## config.mk

```make
export PLATFORM = sky130hd
export DESIGN_NAME = escaped_frame_deframer
export DESIGN_NICKNAME = d
export VERILOG_FILES = /design/src/sv/efd_pkg.sv /design/src/sv/efd_decoder.sv /design/src/sv/escaped_frame_deframer.sv
export SDC_FILE = /design/constraint.sdc
export NUM_CORES = 1
export LEC_CHECK = 0
export ABC_AREA = 1
export BUFFER_PORTS_ARGS = -buffer_cell sky130_fd_sc_hd__buf_2
export CORE_MARGIN = 2
export CORE_UTILIZATION = 40
export CTS_BUF_LIST = sky130_fd_sc_hd__clkbuf_8
export CTS_CLUSTER_SIZE = 16
export DETAILED_ROUTE_END_ITERATION = 8
export HOLD_SLACK_MARGIN = 0.12
export PLACE_DENSITY = 0.58
export SLEW_MARGIN = 20
export SYNTH_ARGS = -nofsm -noshare
export SYNTH_HDL_FRONTEND = slang
export SYNTH_HIERARCHICAL = 1
export SYNTH_SLANG_ARGS = --single-unit
```

## constraint.sdc

```tcl
create_clock -name clk_i -period 7 [get_ports clk_i]
set_input_delay 1.4 -clock clk_i [delete_from_list [all_inputs] [get_ports clk_i]]
set_output_delay 1.4 -clock clk_i [all_outputs]
set_load 0.05 [all_outputs]
```

## src/sv/efd_pkg.sv

```systemverilog
package efd_pkg;

  localparam logic [7:0] START_BYTE  = 8'hE0;
  localparam logic [7:0] ESCAPE_BYTE = 8'hD0;

  localparam logic [7:0] EXEMPT_CMD_RESET = 8'd99;
  localparam logic [7:0] CMD_POS_RESET    = 8'd3;

  typedef enum logic [1:0] {
    ST_OK       = 2'd0,
    ST_CSUM_ERR = 2'd1,
    ST_EXEMPT   = 2'd2,
    ST_ZERO_LEN = 2'd3
  } status_e;

  typedef enum logic {
    CFG_EXEMPT_CMD = 1'b0,
    CFG_CMD_POS    = 1'b1
  } cfg_index_e;

  typedef struct packed {
    logic       valid;
    logic [7:0] data;
    logic [7:0] index;
    logic       last;
    status_e    status;
  } efd_result_t;

endpackage

```

## src/sv/efd_decoder.sv

```systemverilog
module efd_decoder
  import efd_pkg::*;
(
  input  logic        clk_i,
  input  logic        rst_ni,
  input  logic        beat_i,
  input  logic [7:0]  rx_byte_i,
  input  logic [7:0]  exempt_cmd_i,
  input  logic [7:0]  cmd_pos_i,
  output efd_result_t result_o
);

  typedef enum logic [1:0] {
    PH_HUNT   = 2'd0,
    PH_LENGTH = 2'd1,
    PH_BODY   = 2'd2,
    PH_CHECK  = 2'd3
  } phase_e;

  phase_e      phase_q, phase_d;
  logic        esc_q, esc_d;
  logic [7:0]  pos_q, pos_d;
  logic [7:0]  len_q, len_d;
  logic [7:0]  sum_q, sum_d;
  logic        exempt_q, exempt_d;
  logic [7:0]  dec_byte;
  logic [7:0]  pos_inc;
  efd_result_t res;

  assign dec_byte = esc_q ? rx_byte_i + 8'd1 : rx_byte_i;
  assign pos_inc  = pos_q + 8'd1;

  always_comb begin
    phase_d  = phase_q;
    esc_d    = esc_q;
    pos_d    = pos_q;
    len_d    = len_q;
    sum_d    = sum_q;
    exempt_d = exempt_q;
    res      = '{valid: 1'b0, data: rx_byte_i, index: 8'd0, last: 1'b0, status: ST_OK};
    unique case (phase_q)
      PH_HUNT: begin
        if (rx_byte_i == START_BYTE) begin
          phase_d  = PH_LENGTH;
          esc_d    = 1'b0;
          pos_d    = 8'd0;
          len_d    = 8'd0;
          sum_d    = 8'd0;
          exempt_d = 1'b0;
        end
      end
      PH_LENGTH: begin
        len_d     = rx_byte_i;
        sum_d     = rx_byte_i;
        esc_d     = 1'b0;
        exempt_d  = 1'b0;
        res.valid = 1'b1;
        if (rx_byte_i == 8'd0) begin
          res.last   = 1'b1;
          res.status = ST_ZERO_LEN;
          phase_d    = PH_HUNT;
          pos_d      = 8'd0;
        end else begin
          pos_d   = 8'd1;
          phase_d = (rx_byte_i == 8'd1) ? PH_CHECK : PH_BODY;
        end
      end
      PH_BODY: begin
        if (rx_byte_i == ESCAPE_BYTE) begin
          esc_d = 1'b1;
        end else begin
          esc_d = 1'b0;
          sum_d = sum_q + dec_byte;
          if (pos_q == cmd_pos_i && dec_byte == exempt_cmd_i) exempt_d = 1'b1;
          res.valid = 1'b1;
          res.data  = dec_byte;
          res.index = pos_q;
          pos_d     = pos_inc;
          if (pos_inc == len_q) phase_d = PH_CHECK;
        end
      end
      PH_CHECK: begin
        if (rx_byte_i == ESCAPE_BYTE) begin
          esc_d = 1'b1;
        end else begin
          res.valid = 1'b1;
          res.data  = dec_byte;
          res.index = len_q;
          res.last  = 1'b1;
          if (exempt_q)                res.status = ST_EXEMPT;
          else if (dec_byte == sum_q)  res.status = ST_OK;
          else                         res.status = ST_CSUM_ERR;
          phase_d  = PH_HUNT;
          esc_d    = 1'b0;
          pos_d    = 8'd0;
          len_d    = 8'd0;
          sum_d    = 8'd0;
          exempt_d = 1'b0;
        end
      end
      default: phase_d = PH_HUNT;
    endcase
    if (!beat_i) res.valid = 1'b0;
  end

  assign result_o = res;

  always_ff @(posedge clk_i or negedge rst_ni) begin
    if (!rst_ni) begin
      phase_q  <= PH_HUNT;
      esc_q    <= 1'b0;
      pos_q    <= 8'd0;
      len_q    <= 8'd0;
      sum_q    <= 8'd0;
      exempt_q <= 1'b0;
    end else if (beat_i) begin
      phase_q  <= phase_d;
      esc_q    <= esc_d;
      pos_q    <= pos_d;
      len_q    <= len_d;
      sum_q    <= sum_d;
      exempt_q <= exempt_d;
    end
  end

endmodule

```

## src/sv/escaped_frame_deframer.sv

```systemverilog
// Latency: a result beat appears on the master side in the cycle after the input beat.
// Throughput: one input beat per cycle while the master side does not stall; the output register takes a new result
// in the same cycle that the previous one is taken.
// Reset: asynchronous active low; hunts for a start byte, registers return to
// exempt command 99 and command position 3, output invalid.
module escaped_frame_deframer
  import efd_pkg::*;
(
  input  logic        clk_i,
  input  logic        rst_ni,
  input  logic        s_axis_tvalid,
  output logic        s_axis_tready,
  input  logic [7:0]  s_axis_tdata,   // [7:0] rx_byte
  output logic        m_axis_tvalid,
  input  logic        m_axis_tready,
  output logic [15:0] m_axis_tdata,   // [7:0] data_byte, [15:8] byte_index
  output logic        m_axis_tlast,
  output logic [1:0]  m_axis_tuser,   // [1:0] frame_status
  input  logic        cfg_we_i,
  input  logic        cfg_index_i,
  input  logic [7:0]  cfg_data_i
);

  logic [7:0]  exempt_cmd_q;
  logic [7:0]  cmd_pos_q;
  logic        in_beat;
  efd_result_t result;
  logic        out_valid_q;
  logic [15:0] out_data_q;
  logic        out_last_q;
  status_e     out_status_q;

  assign s_axis_tready = !out_valid_q || m_axis_tready;
  assign in_beat       = s_axis_tvalid && s_axis_tready;

  always_ff @(posedge clk_i or negedge rst_ni) begin
    if (!rst_ni) begin
      exempt_cmd_q <= EXEMPT_CMD_RESET;
      cmd_pos_q    <= CMD_POS_RESET;
    end else if (cfg_we_i) begin
      unique case (cfg_index_e'(cfg_index_i))
        CFG_EXEMPT_CMD: exempt_cmd_q <= cfg_data_i;
        CFG_CMD_POS:    cmd_pos_q    <= cfg_data_i;
        default:        ;
      endcase
    end
  end

  efd_decoder u_decoder (
    .clk_i        (clk_i),
    .rst_ni       (rst_ni),
    .beat_i       (in_beat),
    .rx_byte_i    (s_axis_tdata),
    .exempt_cmd_i (exempt_cmd_q),
    .cmd_pos_i    (cmd_pos_q),
    .result_o     (result)
  );

  always_ff @(posedge clk_i or negedge rst_ni) begin
    if (!rst_ni) begin
      out_valid_q <= 1'b0;
    end else if (s_axis_tready) begin
      out_valid_q <= result.valid;
    end
  end

  always_ff @(posedge clk_i) begin
    if (result.valid && s_axis_tready) begin
      out_data_q   <= {result.index, result.data};
      out_last_q   <= result.last;
      out_status_q <= result.status;
    end
  end

  assign m_axis_tvalid = out_valid_q;
  assign m_axis_tdata  = out_data_q;
  assign m_axis_tlast  = out_last_q;
  assign m_axis_tuser  = out_status_q;

endmodule

```

==> run metrics, run 1 <==
clk buf depth 2; r2r endpoint u_decoder/len_q[2]$_DFFE_PN0P_; Final min period 3.369 ns; Site Rows 36; crit end category register; post-synthesis adder-cell area fraction 5.877%; ys flop type dfrtp_1; die width 103.5 um; Post-synth EDFFs 19; DR WL/cell 15.67 um; fraction of layout instances using a drive strength above 1 16.06%; Syn Inst Count 499; r2r setup slk 4.35 ns; largest family of logic cells by synthesized area simple AND/OR/NAND/NOR gates; overall routing resource usage 20.87%; CTS hold repair buffers 0; fin crit share 48.13%; Hold Path Class register to register; Initial DRC Count 284; Fin Setup TNS 0 ns; HP Start cmd_pos_q[0]$_DFFE_PN1P_; Simple-Gate Fraction of Synth Area 29.61%; first-pass GRT wire length 17,640 um; routed via count 3,506; die height 103.5 um; synthesized cell area 3960 sq um; Max-Cap Viols 0; Reg clk slew, reported paths 0.08 ns; fraction of synthesized area in multiplexers 0%; worst slack at placement 3.346 ns; initial core utilization 40.89%; Least-Margin Pin Slew 1.004 ns; Final Non-Filler Cells 682; setup bufs post-CTS 0; final hold slack 0.4705 ns; fill count 983; Clk Latency, worst-skew pair 0.35 ns; IO Pins 43; 1st-pass router iterations 5; final setup vio count 0; Synth Area in XOR/XNOR 3.318%; Syn. warnings 6; dpl cells 665; CTS sink cnt 64; Core Region 9684 sq um; worst reg2reg startpoint u_decoder/phase_q[0]$_DFFE_PN0P_; area grow syn2layout 13.62%; die area 10,710 sq um; H-tree levels 3; total grt overflow 0; Worst Setup Start Kind primary input; max_slew headroom 33.04%; syn_area_per_cell 7.936 sq um; Required @ worst endpoint 7.23 ns; TritonCTS Buffers 9; kind of critical path primary input to register; clk_skew 0.01369 ns; antenna violations before repair 0; VDD IR-drop max 0.0001566 V; number of global-route vias before repair 3,434; compound-cell area share of the yosys netlist 9.858%; register bit count reported by yosys 64; largest net degree at the start of global routing 46; crit path from s_axis_tdata[0]; Crit path arrival time 3.60 ns; DRC 0; I/O Buffers 42; Antenna Nets Post-Route 0; dpl hpwl 8060 um; Via-to-Cell Ratio 5.141; Pwr per Cell Area 355.9 nW/um^2; Seq/Total Area, Yosys 43.03%; RSZ-0062 raised after global routing no; worst-path fanout max 5; status finished, final reports clean; final hold vios 0; Mapped Nets 539; multi-input logic area 1931 sq um; Peak Freq 296.8 MHz; Critical Path End u_decoder/sum_q[7]$_DFFE_PN0P_; Seq. cell area 1704 sq um; count of pins over their slew limit 0; GP Congestion 0.9421; Reg2Reg Depth 9; Layout Nets 583; asr flop ratio synth 70.31%; final worst slack 3.631 ns; cts repair resizes 0; Synth cell types 42; Leakage 2.222 nW; Clock Tree Root clkbuf_8; CTS tree yes; final WL 10,690 um
==> where the power goes <==
group	total [mW]	internal, mW	switching, mW
combinational	0.678	0.196	0.482
clock	0.372	0.205	0.167
sequential	0.551	0.487	0.0645
total	1.60	0.888	0.713
==> cell usage in the layout (no fill, tap or decap), types with 9 or more instances in the layout <==
| cell type | Yosys | layout |
|---|---|---|
| inv_1 | 57 | 57 |
| o22ai_1 | 16 | 16 |
| xor2_1 | 11 | 11 |
| dfrtp_1 | 39 | 39 |
| buf_2 | 3 | 42 |
| a21oi_1 | 10 | 9 |
| edfxtp_1 | 19 | 19 |
| nand2_1 | 157 | 157 |
| ha_1 | 17 | 17 |
| o21ai_0 | 20 | 20 |
| nand4_1 | 9 | 9 |
| nor2_1 | 31 | 31 |
| nand3_1 | 48 | 48 |
| clkbuf_8 | 0 | 9 |
==> final cells by class <==
class,count,area share [%]
inverter,64,5.562
timing repair buffer,43,4.839
sequential,64,37.88
clock buffer,9,2.753
clock inverter,7,2.308
antenna,1,0.05562
multi-input combinational,361,42.91
tap,133,3.699
==> logic make-up after synthesis <==
family,after synthesis
simple gates,265
buf+inv,74
flops,64
compound gates,63
fa+ha+maj,18
xor+xnor,15
==> metrics by stage <==
step                      area [sq um]  total power, mW  util, %
after floorplan                   3960            1.051        -
after global placement            4269            1.226    44.08
after detailed placement          4269            1.229    44.08
after CTS                         4497            1.604    46.43
after global routing              4497            1.716    46.43
final                             4499            1.602    46.46
==> worst min path at each step <==
| stage | cells past startpoint | endpoint | slack [ns] |
|---|---|---|---|
| after floorplan | 2 | exempt_cmd_q[6]$_DFFE_PN1P_ | 0.44 |
| after global placement | 2 | exempt_cmd_q[6]$_DFFE_PN1P_ | 0.46 |
| after detailed placement | 2 | cmd_pos_q[1]$_DFFE_PN1P_ | 0.46 |
| after CTS | 2 | cmd_pos_q[1]$_DFFE_PN1P_ | 0.47 |
| after global routing | 2 | cmd_pos_q[0]$_DFFE_PN1P_ | 0.49 |
| final | 2 | cmd_pos_q[0]$_DFFE_PN1P_ | 0.47 |
==> layer usage <==
metal  GRT usage [%]  routed length, um  vias up
met2           31.98               4695      137
li1                -                  -     1742
met3           3.839                791       21
met1           29.69               4989     1606
met5               0                  0        -
met4           7.336                214        0
==> state kept, by name (all words and copies together), names as in the netlist, named ones only <==
| name | flops |
|---|---|
| u_decoder/sum_q | 8 |
| u_decoder/exempt_q | 1 |
| u_decoder/esc_q | 1 |
| cmd_pos_q | 8 |
| u_decoder/phase_q | 1 |
| m_axis_tdata | 16 |
| m_axis_tlast | 1 |
| u_decoder/pos_q | 8 |
| exempt_cmd_q | 8 |
| m_axis_tuser | 2 |
| u_decoder/len_q | 8 |
| m_axis_tvalid | 1 |
==> worst max-delay path: stages <==
cell and delay (ns):
buf_2 0.13, ha_1 0.19, nand3_1 0.18, o21ai_0 0.39, nand2_1 0.14, inv_1 0.11, ha_1 0.29, a21oi_1 0.21
o211ai_1 0.13, nand3b_1 0.17, nand3_1 0.07, nand2_1 0.06, nand2_1 0.07, nand2_1 0.05
==> cell usage after synthesis (2+ instances only) <==
master / number / area share, %
inv_1: 57 / 5.4
o22ai_1: 16 / 2.5
nand3_1: 48 / 6.1
dfrtp_1: 39 / 25
edfxtp_1: 19 / 14
nand3b_1: 2 / 0.38
a21oi_1: 10 / 1.3
dfstp_2: 6 / 4.0
xor2_1: 11 / 2.4
ha_1: 17 / 5.4
o32ai_1: 4 / 0.88
nand4_1: 9 / 1.4
clkbuf_1: 2 / 0.19
buf_2: 3 / 0.38
o211ai_1: 2 / 0.38
o21ai_0: 20 / 2.5
inv_2: 5 / 0.47
a22o_1: 2 / 0.44
o221ai_1: 2 / 0.44
nor2_2: 2 / 0.32
xnor2_1: 4 / 0.88
nand2_1: 157 / 15
nor2_1: 31 / 2.9
nand2_4: 2 / 0.57
nor3_1: 2 / 0.25
buf_6: 5 / 1.4
nand2_2: 6 / 0.95
nor2_4: 2 / 0.57
(Power assumes the default switching activity.)
==> run 2, diff against run 1 <==
Settings changed: ABC_AREA 1 to 0, PLACE_DENSITY 0.58 to 0.6.
Clock period 7 ns to 2.8 ns, I/O delays scaled along.
==> run 2 against run 1 <==
Net effect: sequential share of layout area is 1.6 points lower; first-iteration DRC count is 4.6% higher; sequential power is 150% higher; combinational power is 130% higher; routed wire length is 3.9% lower; final area is 4.3% higher.
==> run metrics, run 2 <==
crit end category register; CTS tree yes; dpl cells 590 (-11%); crit path from s_axis_tdata[0]; area share of the largest cell type after synthesis 24.24% (-0.41 points); syn_area_per_cell 9.820 sq um (+24%); Syn Inst Count 410 (-18%); Layout Nets 508 (-13%); Worst Setup Start Kind primary input; overall routing resource usage 19.73% (-1.1 points); worst-path fanout max 4 (-1); die width 104.3 um (+0.80%); Critical Path End u_decoder/sum_q[6]$_DFFE_PN0P_; Crit path arrival time 2.78 ns (-0.82 ns); worst slack at placement -0.08666 ns (-3.432 ns); antenna violations before repair 0 (unchanged); fin crit share 91.18%; DR WL/cell 16.96 um (+8.2%); routed via count 3,315 (-5.4%); Mapped Nets 450 (-17%); max_slew headroom 45.39% (+12 points); Reg clk slew, reported paths 0.08 ns (about the same); first-pass GRT wire length 16,980 um (-3.7%); Seq/Total Area, Yosys 42.32% (-0.71 points); Synth cell types 62 (+48%); number of global-route vias before repair 3,209 (-6.6%); initial core utilization 41.19% (+0.30 points); final setup vio count 0 (unchanged); Least-Margin Pin Slew 0.8191 ns (-0.1854 ns); fraction of layout instances using a drive strength above 1 24.74% (+8.7 points); Leakage 2.100 nW (-5.5%); Max-Cap Viols 0 (unchanged); die height 104.3 um (+0.80%); Clk Latency, worst-skew pair 0.35 ns (about the same); Clock Tree Root clkbuf_8; VDD IR-drop max 0.0002593 V (+66%); CTS hold repair buffers 0 (unchanged); asr flop ratio synth 70.31% (unchanged); setup bufs post-CTS 0 (unchanged); Hold Path Class primary input to async pin; Peak Freq 391.7 MHz; status finished, final reports clean; final core occ 48.02% (+1.6 points); Reg2Reg Depth 7 (-2); ys flop type dfrtp_1; register bit count reported by yosys 64 (unchanged); DRC 0 (unchanged); final hold vios 0 (unchanged); clk_skew 0.01711 ns (+0.003420 ns); area grow syn2layout 16.56%; cts repair resizes 0 (unchanged); diodes inserted 0 (-1); clk buf depth 2 (unchanged); final WL 10,280 um (-3.9%); total grt overflow 0 (unchanged); worst reg2reg startpoint u_decoder/esc_q$_DFFE_PN0P_; Post-synth top cells nand2_1, dfrtp_1, nor2_1; Synth area leaders dfrtp_1, edfxtp_1, xor2_1; Final Non-Filler Cells 606 (-11%); IO Pins 43 (unchanged); Final min period 2.553 ns; dominant cell type by area after synthesis dfrtp_1; met2 usage 29.88% (-2.1 points); commonest non-fill, non-tap cells in the layout nand2_1, buf_2, dfrtp_1, nor2_1; H-tree levels 3 (unchanged); Initial DRC Count 297 (+4.6%); RSZ-0062 raised after global routing no; Pwr Total 3.660 mW (+130%); I/O Buffers 42 (unchanged); Core Region 9774 sq um (+0.93%); final worst slack 0.2469 ns (-3.384 ns); Via-to-Cell Ratio 5.470 (+6.4%); Required @ worst endpoint 3.03 ns (-4.20 ns); r2r setup slk 0.31 ns (-4.04 ns); kind of critical path primary input to register; routing usage on met3 3.133% (-0.71 points); dpl hpwl 7646 um (-5.1%); final hold slack 0.2658 ns (-0.2047 ns); most common cell after layout, fill and taps aside nand2_1; synthesized cell area 4026 sq um (+1.7%); largest net degree at the start of global routing 29 (-37%); most common cell in the netlist nand2_1; global route hottest layer met2; Pwr per Cell Area 779.8 nW/um^2 (+120%); Largest register FFs 16 (unchanged); TritonCTS Buffers 9 (unchanged); die area 10,880 sq um (+1.6%); Antenna Nets Post-Route 0 (unchanged); Post-synth EDFFs 19 (unchanged); r2r endpoint m_axis_tuser[0]$_DFFE_PP_; 1st-pass router iterations 5 (unchanged); count of pins over their slew limit 0 (unchanged); Syn. warnings 6 (unchanged); Site Rows 36 (unchanged); CTS sink cnt 64 (unchanged); fill count 921 (-6.3%); GP Congestion 0.8933 (-5.2%); Global Route met1 Usage 28.75% (-0.94 points)
run 2: cell count changes after synthesis, sizes merged, moves of 11 or more:
cell,change
nand2,-118
nand3,-32
xor2,+15
o21ai,+11
clkbuf,+12
o22ai,-13
xnor2,+12
inv,-56
mux2,+17
run 2: worst min-delay path by stage:
stage                                         startpoint                             end  slack [ns]  cells after the start
after floorplan                                   rst_ni        cmd_pos_q[2]$_DFFE_PN0P_        0.26                      0
after global placement    u_decoder/sum_q[4]$_DFFE_PN0P_  u_decoder/sum_q[4]$_DFFE_PN0P_        0.47                      2
after detailed placement  u_decoder/sum_q[4]$_DFFE_PN0P_  u_decoder/sum_q[4]$_DFFE_PN0P_        0.48                      2
after CTS                                         rst_ni  u_decoder/sum_q[7]$_DFFE_PN0P_        0.28                      1
after global routing                              rst_ni  u_decoder/len_q[5]$_DFFE_PN0P_        0.31                      1
final                                             rst_ni  u_decoder/len_q[3]$_DFFE_PN0P_        0.27                      1
run 2: cells by family after synthesis:
kind of cell | after synthesis | synth area share (%)
DFF | 64 | 42.32
AOI/OAI and AO/OA | 87 | 14.20
adders and majority gates | 18 | 5.780
and+or+nand+nor | 144 | 18.30
xor gates and xnor gates | 42 | 9.136
buffers and inverters | 34 | 3.760
muxes | 21 | 6.495
run 2: critical path, cell delays in order:
cell	delay [ns]
buf_2	0.13
inv_1	0.05
ha_1	0.31
nand2_1	0.07
o21ai_0	0.19
fa_1	0.46
a21o_1	0.18
a21o_1	0.19
a21oi_1	0.20
mux2i_1	0.20
a21oi_1	0.07
a21o_1	0.15
run 2: per-layer routing:
| layer | wire length [um] | vias up | share of wire (%) |
|---|---|---|---|
| met5 | 0 | - | 0 |
| met4 | 114 | 0 | 1.1 |
| met3 | 593 | 10 | 5.8 |
| met2 | 4619 | 114 | 45 |
| met1 | 4950 | 1609 | 48 |
| li1 | - | 1582 | - |
run 2: per-stage QoR:
| step | cell area (sq um) | setup TNS, ns |
|---|---|---|
| after floorplan | 4026 | 0 |
| final | 4693 | 0 |
| after global routing | 4693 | 0 |
| after detailed placement | 4514 | -0.1086 |
| after global placement | 4514 | 0 |
| after CTS | 4693 | 0 |
run 2: layout make-up:
type	instances	area, sq um	area share (%)
Multi-Input combinational cell	312	2171	46.25
Sequential cell	64	1704	36.31
Timing Repair Buffer	73	442.9	9.437
Tap cell	133	166.4	3.546
Clock buffer	9	123.9	2.639
Clock inverter	7	55.05	1.173
Inverter	8	30.03	0.6398
run 2: power by group:
group	internal (mW)	switching, mW
registers	1.18	0.163
logic	0.608	0.947
clock network	0.396	0.362
